`config.mk`:
```
export PLATFORM = sky130hd
export DESIGN_NAME = frca_ctrl
export DESIGN_NICKNAME = d
export VERILOG_FILES = /design/src/design/frca_pkg.sv /design/src/design/frca_ctrl.sv
export SDC_FILE = /design/constraint.sdc
export NUM_CORES = 1
export LEC_CHECK = 0
export ABC_CLOCK_PERIOD_IN_PS = 2550
export BUFFER_PORTS_ARGS = -buffer_cell sky130_fd_sc_hd__clkbuf_2
export CAP_MARGIN = 5
export CORE_MARGIN = 2
export CORE_UTILIZATION = 30
export CTS_BUF_LIST = sky130_fd_sc_hd__clkbuf_4 sky130_fd_sc_hd__clkbuf_8
export DETAILED_ROUTE_END_ITERATION = 12
export GPL_ROUTABILITY_DRIVEN = 0
export PLACE_DENSITY = 0.52
export SYNTH_ARGS = -nofsm -noshare
export SYNTH_HDL_FRONTEND = slang
export SYNTH_SLANG_ARGS = --single-unit
```
`constraint.sdc`:
```
create_clock -name clk -period 2.55 [get_ports clk]
set_clock_uncertainty 0.15 [all_clocks]
set_input_delay 0.6375 -clock clk [delete_from_list [all_inputs] [get_ports clk]]
set_output_delay 0.6375 -clock clk [all_outputs]
set_load 0.01 [all_outputs]
```
`src/design/frca_pkg.sv`:
```
// Shared constants, codes and controller/datapath handshake types for the cache admission core.
package frca_pkg;

    localparam int NUM_IDS_DEF     = 256;
    localparam int CACHE_SLOTS_DEF = 16;
    localparam int COUNT_BITS_DEF  = 32;

    localparam int FUNC_W = 2;
    localparam int ITEM_W = 8;

    // Operation codes of an input word
    localparam logic [FUNC_W-1:0] FUNC_REQUEST = 2'd0;
    localparam logic [FUNC_W-1:0] FUNC_RELOAD  = 2'd1;
    localparam logic [FUNC_W-1:0] FUNC_TICK    = 2'd2;

    typedef enum logic [3:0] {
        ST_CLEAR,
        ST_IDLE,
        ST_LOOKUP,
        ST_EVAL,
        ST_SCAN,
        ST_DRAIN,
        ST_RESOLVE,
        ST_ADMIT,
        ST_DONE
    } state_t;

    typedef struct packed {
        logic clr_step;
        logic capture;
        logic eval;
        logic scan_init;
        logic scan_issue;
        logic resolve;
        logic admit_new;
        logic load_out;
    } cmd_t;

    typedef struct packed {
        logic clr_last;
        logic eval_scan;
        logic scan_last;
        logic pipe_busy;
        logic resolve_admit;
    } status_t;

endpackage

```
`src/design/frca_ctrl.sv`:
```
// Sequencing state machine of the cache admission core.
module frca_ctrl (
    input  logic              clk,
    input  logic              rst_n,
    input  logic              in_valid,
    output logic              in_ready,
    output logic              out_valid,
    input  logic              out_ready,
    input  frca_pkg::status_t status,
    output frca_pkg::cmd_t    cmd
);

    frca_pkg::state_t state_reg;
    frca_pkg::state_t state_next;
    logic             out_valid_reg;
    logic             out_valid_next;
    logic             out_free;

    assign out_free  = !out_valid_reg || out_ready;
    assign out_valid = out_valid_reg;

    always_ff @(posedge clk or negedge rst_n)
    begin
        if (!rst_n)
        begin
            state_reg     <= frca_pkg::ST_CLEAR;
            out_valid_reg <= 1'b0;
        end
        else
        begin
            state_reg     <= state_next;
            out_valid_reg <= out_valid_next;
        end
    end

    always_comb
    begin
        state_next = state_reg;
        case (state_reg)
            frca_pkg::ST_CLEAR:
            begin
                if (status.clr_last)
                begin
                    state_next = frca_pkg::ST_IDLE;
                end
            end
            frca_pkg::ST_IDLE:
            begin
                if (in_valid)
                begin
                    state_next = frca_pkg::ST_LOOKUP;
                end
            end
            frca_pkg::ST_LOOKUP:
            begin
                state_next = frca_pkg::ST_EVAL;
            end
            frca_pkg::ST_EVAL:
            begin
                state_next = status.eval_scan ? frca_pkg::ST_SCAN : frca_pkg::ST_DONE;
            end
            frca_pkg::ST_SCAN:
            begin
                if (status.scan_last)
                begin
                    state_next = frca_pkg::ST_DRAIN;
                end
            end
            frca_pkg::ST_DRAIN:
            begin
                if (!status.pipe_busy)
                begin
                    state_next = frca_pkg::ST_RESOLVE;
                end
            end
            frca_pkg::ST_RESOLVE:
            begin
                state_next = status.resolve_admit ? frca_pkg::ST_ADMIT : frca_pkg::ST_DONE;
            end
            frca_pkg::ST_ADMIT:
            begin
                state_next = frca_pkg::ST_DONE;
            end
            frca_pkg::ST_DONE:
            begin
                if (out_free)
                begin
                    state_next = frca_pkg::ST_IDLE;
                end
            end
            default:
            begin
                state_next = frca_pkg::ST_CLEAR;
            end
        endcase
    end

    always_comb
    begin
        cmd      = '0;
        in_ready = 1'b0;
        case (state_reg)
            frca_pkg::ST_CLEAR:   cmd.clr_step = 1'b1;
            frca_pkg::ST_IDLE:
            begin
                in_ready    = 1'b1;
                cmd.capture = in_valid;
            end
            frca_pkg::ST_EVAL:
            begin
                cmd.eval      = 1'b1;
                cmd.scan_init = 1'b1;
            end
            frca_pkg::ST_SCAN:    cmd.scan_issue = 1'b1;
            frca_pkg::ST_RESOLVE: cmd.resolve    = 1'b1;
            frca_pkg::ST_ADMIT:   cmd.admit_new  = 1'b1;
            frca_pkg::ST_DONE:    cmd.load_out   = out_free;
            default:              cmd            = '0;
        endcase
    end

    always_comb
    begin
        out_valid_next = out_valid_reg;
        if (cmd.load_out)
        begin
            out_valid_next = 1'b1;
        end
        else if (out_ready)
        begin
            out_valid_next = 1'b0;
        end
    end

endmodule

```
Word-level counts from Yosys, hierarchy flattened
Cells that the tools add are included.
{ "op_classes": {"eq_ne": 13, "muxes": 18, "n_reduce_logical": 5} }
{ "ops": {"columns": ["cell", "count"], "rows": [
  ["4-bit case mux with 9 select lines", 1],
  ["4-bit two-way mux", 7],
  ["4-bit by 3-bit equality test with 1-bit output, second input constant", 4],
  ["2-bit inequality test, second input constant", 5],
  ["1-bit two-way mux", 9],
  ["4-bit by 2-bit equality test with 1-bit output, second input constant", 2],
  ["5-bit AND reduction", 1],
  ["4-bit by 1-bit equality test with 1-bit output, second input constant", 1],
  ["4-bit equality test, second input constant", 1],
  ["4-bit logical NOT", 1],
  ["2-bit two-way mux", 1],
  ["2-bit nonzero test", 1],
  ["1-bit logical NOT", 1],
  ["1-bit logical OR", 1]
]} }
{ "totals": {"reg_bits": 5, "input_bits": 9, "output_inout_bits": 10, "word_cells": 38} }

Longest topological paths before layout
Gate-level depths: netlist (run 1).
{ "depth": {"ltp_word": 4, "mapped_depth": 5, "mapped_depth_nobuf": 4} }

Worst setup path before layout (run 1)
OpenSTA, ideal clock, no wires.
{ "synth_timing": {"path_type": "reg2out", "startpoint": "reg state_reg[0]", "endpoint": "out cmd[5] (netlist bit)", "arrival_ns": 1.295, "required_ns": 1.762, "slack_ns": 0.467, "path_stages_with_launch": 5, "cell_sequence": "dfrtp_1 clkbuf_1 nand2_1 nor3_1 buf_4"} }
{ "synth_rtl": {"columns": ["item", "line_no", "rtl"], "rows": [
  ["from (decl)", "frca_ctrl.sv:13", "frca_pkg::state_t state_reg;"],
  ["from (signal assigned)", "frca_ctrl.sv:26", "state_reg <= frca_pkg::ST_CLEAR;"],
  ["from (signal assigned)", "frca_ctrl.sv:31", "state_reg <= state_next;"],
  ["to (decl)", "frca_ctrl.sv:10", "output frca_pkg::cmd_t cmd"]
]} }

==> results of run 1 <==
worst min-delay path by stage:
stage               startpoint      endpoint  slack (ns)  cells after the start
finish                   rst_n  state_reg[0]        0.06                      1
global route             rst_n  state_reg[3]        0.05                      1
CTS                      rst_n     out_valid        0.06                      1
detailed placement       rst_n     out_valid        0.31                      1
global placement         rst_n  state_reg[0]        0.31                      1
floorplan                rst_n     out_valid        0.19                      0
placed cells by master (no fill, tap or decap), drive strengths merged:
cell type,instances
clkbuf,22
dfrtp,5
nor2,4
a21oi,4
nand2b,3
nor3,3
inv,3
o21ai,3
nand2,2
nor2b,2
nor3b,2
and2,1
nor4,1
or4b,1
and3,1
or2,1
mux2i,1
nand3b,1
or3,1
o311ai,1
o21a,1
a211oi,1
mux2,1
buf,1
power breakdown:
group / internal [W] / switching (W) / total [W]
sequential: 0.000109 / 0.0000514 / 0.000160
clock: 0.0000695 / 0.0000291 / 0.0000987
combinational: 0.000149 / 0.000147 / 0.000296
total: 0.000328 / 0.000227 / 0.000555
metal layers:
metal	global-route usage	up-vias	share of wire
li1	-	200	-
met1	0.149	171	0.47
met2	0.188	13	0.46
met3	0.0163	0	0.064
met4	0.0750	0	0
met5	0	-	0
kinds of logic after synthesis:
| family | count (synthesis) | share of synthesized area |
|---|---|---|
| DFF | 5 | 0.305 |
| and+or+nand+nor | 23 | 0.345 |
| buffers and inverters | 9 | 0.128 |
| AOI/OAI and AO/OA | 10 | 0.162 |
| muxes | 2 | 0.0610 |
final cells by class:
cell class | count | area, um2
Sequential cell | 5 | 125
Timing Repair Buffer | 19 | 97.6
Clock buffer | 4 | 30.0
Multi-Input combinational cell | 35 | 233
Tap cell | 15 | 18.8
Fill cell | 138 | 769
Inverter | 3 | 11.3
per-stage QoR:
stage                     instance area [um2]  total power [W]  hold slack (ns)  cells
after floorplan                           410         0.000392            0.192     49
after CTS                                 515         0.000563           0.0589     81
after global routing                      515         0.000604           0.0516     81
after global placement                    485         0.000459            0.310     77
after detailed placement                  485         0.000459            0.313     77
final                                     515         0.000555           0.0649     81
critical path, delay by kind of cell, from the launching register on:
kind | cells | cell delay (ns)
AOI/OAI and AO/OA | 1 | 0.12
and+or+nand+nor | 1 | 0.57
DFF | 1 | 0.50
buffers and inverters | 1 | 0.14
==> run_results.csv, run 1 <==
group,metric,value,unit
global_route,antenna_found_initial,0,
floorplan,die_area,1680,um2
finish,n_antenna_cell,0,
critical_path,cp_slowest_stage_delay,0.57,ns
sta,fin_crit_sh,0.925,
clock_tree,holdBufCountCts,0,
sta,max-slew-margin-rel,0.757,
placed_design,place.port_buffers,18,
yosys,synthFlopType,"dfrtp_1",
critical_path,cp-end-kind,"output pin",
floorplan,start_util,0.319,
power,vdd.ir_drop.worst,0.428,mV
sta,grt_setup_unrepaired,"false",
detailed_routing,viasPerCell,4.74,
critical_path,timing.rr.end,"state_reg[0]",
global_route,grt_pass1_wl,1320,um
clock_tree,cts_tree,"yes",
yosys,ys_ff_latch,5,
finish,largest_reg_flops,4,
yosys,synth.avg_cell_area,8.38,um2
yosys,seq_area_frac_synth,0.305,
detailed_routing,drt-initial-drc-count,8,
sta,setup_viol,0,
sta,worstMarginPinSlew,0.365,ns
critical_path,crit_type,"reg -> out",
yosys,synth_top_area_share,0.305,
global_route,first_global_vias,335,
sta,finalCriticalPeriod,2.36,ns
detailed_routing,num_vias,384,
floorplan,ios,19,
critical_path,cpMaxStageDelayCell,"or4b_4",
placed_design,place_hpwl,630,um
clock_tree,clock_latency,0.23,ns
floorplan,num_rows,13,
outcome,outcome,"finished clean",
critical_path,regToRegStartpoint,"state_reg[1]",
clock_tree,postCtsSetupRepairBufs,0,
global_route,grt_max_degree,14,
power,p_leak,0.256,nW
detailed_routing,drtAntennaViolNets,0,
yosys,synth_cells,49,
floorplan,chipHeight,41.0,um
clock_tree,clockBufferDepth,2,
detailed_routing,drc,0,
yosys,syn_area,410,um2
finish,layout-drive-gt1-share,0.409,
finish,nets,76,
detailed_routing,wl,796,um
critical_path,crit_path_cell_trace,"or4b_4 -> a21oi_1 -> clkbuf_2",
sta,slew_viol_final,0,
yosys,async_flop_share,1.00,
min_path,hold_path.class,"in -> async",
global_route,grt_util_all_layers,0.118,
clock_tree,cts_sinks,5,
yosys,synth_fp_nets,58,
yosys,synthTopCellsByArea,"dfrtp_1, buf_4, a21oi_1",
critical_path,critPathArrivalTime,1.57,ns
critical_path,crit_path_end,"cmd[0]",
global_route,grt_overflow,0,
finish,area_delta_synth_final,25.6,%
floorplan,die_x,41.0,um
finish,final_util,0.401,
sta,postLayoutSetupSlackWorst,0.191,ns
critical_path,crit_required,1.76,ns
clock_tree,clk_pin_slew,0.04,ns
critical_path,critPathLaunch,"state_reg[1]",
yosys,synth.largest_area_cell,"dfrtp_1",
clock_tree,cts_made_buffers,3,
yosys,ys_warn_count,0,
yosys,ys_top_cells_by_count,"dfrtp_1, a21oi_1, nor2_1",
power,p_per_area,1080,nW/um2
detailed_routing,routedWlPerCell,9.83,um
critical_path,start_kind,"register",
clock_tree,root_buffer,"clkbuf_4",
clock_tree,htree_num_levels,1,
critical_path,reg2regPathDepth,4,
clock_tree,post_cts_resized,0,
floorplan,core,1280,um2
sta,tns,0,ns
sta,fmax,424,MHz
detailed_routing,dr.pass1.iters,4,
yosys,synth.distinct_cells,26,
sta,timing_hold_violations_final,0,
critical_path,r2r_slack,0.43,ns
critical_path,cp_max_fo,12,
flow_run,cap_violations,0,
yosys,post-synth-top-count-cell,"dfrtp_1",
yosys,synth_edf_count,0,
placed_design,place_ws,0.448,ns
Note: power is estimated with default switching activity, not from simulation.
==> inputs of run 2 (changes only) <==
--- a/config.mk
+++ b/config.mk
@@ -13,7 +13,8 @@
 export CTS_BUF_LIST = sky130_fd_sc_hd__clkbuf_4 sky130_fd_sc_hd__clkbuf_8
 export DETAILED_ROUTE_END_ITERATION = 12
 export GPL_ROUTABILITY_DRIVEN = 0
-export PLACE_DENSITY = 0.52
+export PLACE_DENSITY_LB_ADDON = 0.2
+export SKIP_CTS_REPAIR_TIMING = 1
 export SYNTH_ARGS = -nofsm -noshare
 export SYNTH_HDL_FRONTEND = slang
 export SYNTH_SLANG_ARGS = --single-unit
==> run 2 against run 1 <==
Effect of this change: die area stayed put; largest power group unchanged; combinational power hardly changed; cell area unchanged; sequential share of layout area unchanged; total power grew 0.33%; sequential power is essentially flat; clock power grew 1%; critical path depth did not move.
==> run_results.csv, run 2 (synthesized netlist as in run 1, its figures left out) <==
group,metric,value,unit
floorplan,ios,19,
finish,fin_area,515,um2
floorplan,die_area,1680,um2
sta,fin_crit_sh,0.917,
placed_design,place.port_buffers,18,
clock_tree,cts_sinks,5,
clock_tree,cts_tree,"yes",
floorplan,start_util,0.319,
clock_tree,htree_num_levels,1,
sta,finalCriticalPeriod,2.34,ns
clock_tree,clock_latency,0.24,ns
sta,worstMarginPinSlew,0.330,ns
finish,n_antenna_cell,0,
global_route,first_global_vias,335,
finish,nets,76,
power,p_per_area,1080,nW/um2
outcome,outcome,"finished clean",
power,p_leak,0.256,nW
floorplan,core,1280,um2
global_route,grt_util_all_layers,0.118,
sta,fmax,428,MHz
detailed_routing,routedWlPerCell,9.93,um
sta,tns,0,ns
clock_tree,clk_pin_slew,0.04,ns
critical_path,cpMaxStageDelayCell,"or4b_4",
detailed_routing,wl,804,um
global_route,antenna_found_initial,0,
critical_path,crit_required,1.76,ns
sta,grt_setup_unrepaired,"false",
finish,multi_input_area,233,um2
finish,layout-drive-gt1-share,0.409,
floorplan,num_rows,13,
critical_path,crit_path_cell_trace,"or4b_4 -> a21oi_1 -> clkbuf_2",
critical_path,crit_type,"reg -> out",
sta,timing_hold_violations_final,0,
detailed_routing,drtAntennaViolNets,0,
critical_path,path_delay_family,"simple AND/OR/NAND/NOR gates",
critical_path,cp-end-kind,"output pin",
global_route,grt_use_met2,0.195,
detailed_routing,drt-initial-drc-count,4,
global_route,grt_max_degree,14,
floorplan,chipHeight,41.0,um
clock_tree,cts_made_buffers,3,
global_route,grt_overflow,0,
sta,setup_viol,0,
critical_path,path_buf_inv,1,
detailed_routing,num_vias,375,
global_route,met3_usage,0.0326,
min_path,hold_path.class,"in -> async",
global_route,busiest_layer,"met2",
sta,postLayoutSetupSlackWorst,0.213,ns
critical_path,cp_max_fo,12,
clock_tree,root_buffer,"clkbuf_4",
finish,largest_reg_flops,4,
floorplan,die_x,41.0,um
clock_tree,clockBufferDepth,2,
finish,nFillCells,138,
global_route,grt_pass1_wl,1300,um
power,vdd.ir_drop.worst,0.373,mV
critical_path,start_kind,"register",
flow_run,cap_violations,0,
sta,slew_viol_final,0,
power,power,0.000557,W
finish,regArea,125,um2
finish,final_common_cell,"clkbuf_2",
detailed_routing,drc,0,
detailed_routing,viasPerCell,4.63,
finish,area_delta_synth_final,25.6,%
placed_design,place_ws,0.455,ns
sta,max-slew-margin-rel,0.780,
critical_path,cp_slowest_stage_delay,0.56,ns
critical_path,critPathArrivalTime,1.55,ns
finish,layout_common_cells,"clkbuf_2, dfrtp_1, nor2_1, a21oi_1, clkbuf_4",
global_route,met1_usage,0.142,
placed_design,place_area,485,um2
detailed_routing,dr.pass1.iters,3,
placed_design,place_hpwl,619,um
run 2: cell counts in the layout (fill, tap and decap cells not counted):
No cell type changed its count.
run 2: area by class of cell:
cell class | count | area share
multi-input combinational | 35 | 0.451
sequential | 5 | 0.243
timing repair buffer | 19 | 0.189
clock buffer | 4 | 0.0583
tap | 15 | 0.0364
inverter | 3 | 0.0218
run 2: through the flow:
stage                      util  hold slack [ns]  cells
after global placement    0.378            0.310     77
after detailed placement  0.378            0.310     77
final                     0.401           0.0574     81
after CTS                 0.401           0.0517     81
after global routing      0.401           0.0526     81
after floorplan               -            0.192     49
run 2: routing by layer:
layer	routed length, um	vias up
li1	-	204
met1	406	157
met2	355	14
met3	42	0
met4	0	0
met5	0	-
run 2: where the power goes:
part	switching, W	internal (W)	leakage (nW)
clock network	0.0000300	0.0000696	0.0184
registers	0.0000505	0.000109	0.0652
logic	0.000148	0.000149	0.173
run 2: worst paths after layout:
path / from / end / slack (ns) / cells after the start
setup reg to reg: state_reg[1] / state_reg[0] / 0.46 / 4
max in group asynchronous: rst_n / state_reg[0] / 2.06 / 1
hold reg to reg: state_reg[0] / out_valid / 0.45 / 2
min in group clk: state_reg[0] / out_valid / 0.45 / 2
hold / removal: rst_n / out_valid / 0.06 / 1
setup / recovery: state_reg[1] / cmd[0] / 0.21 / 3
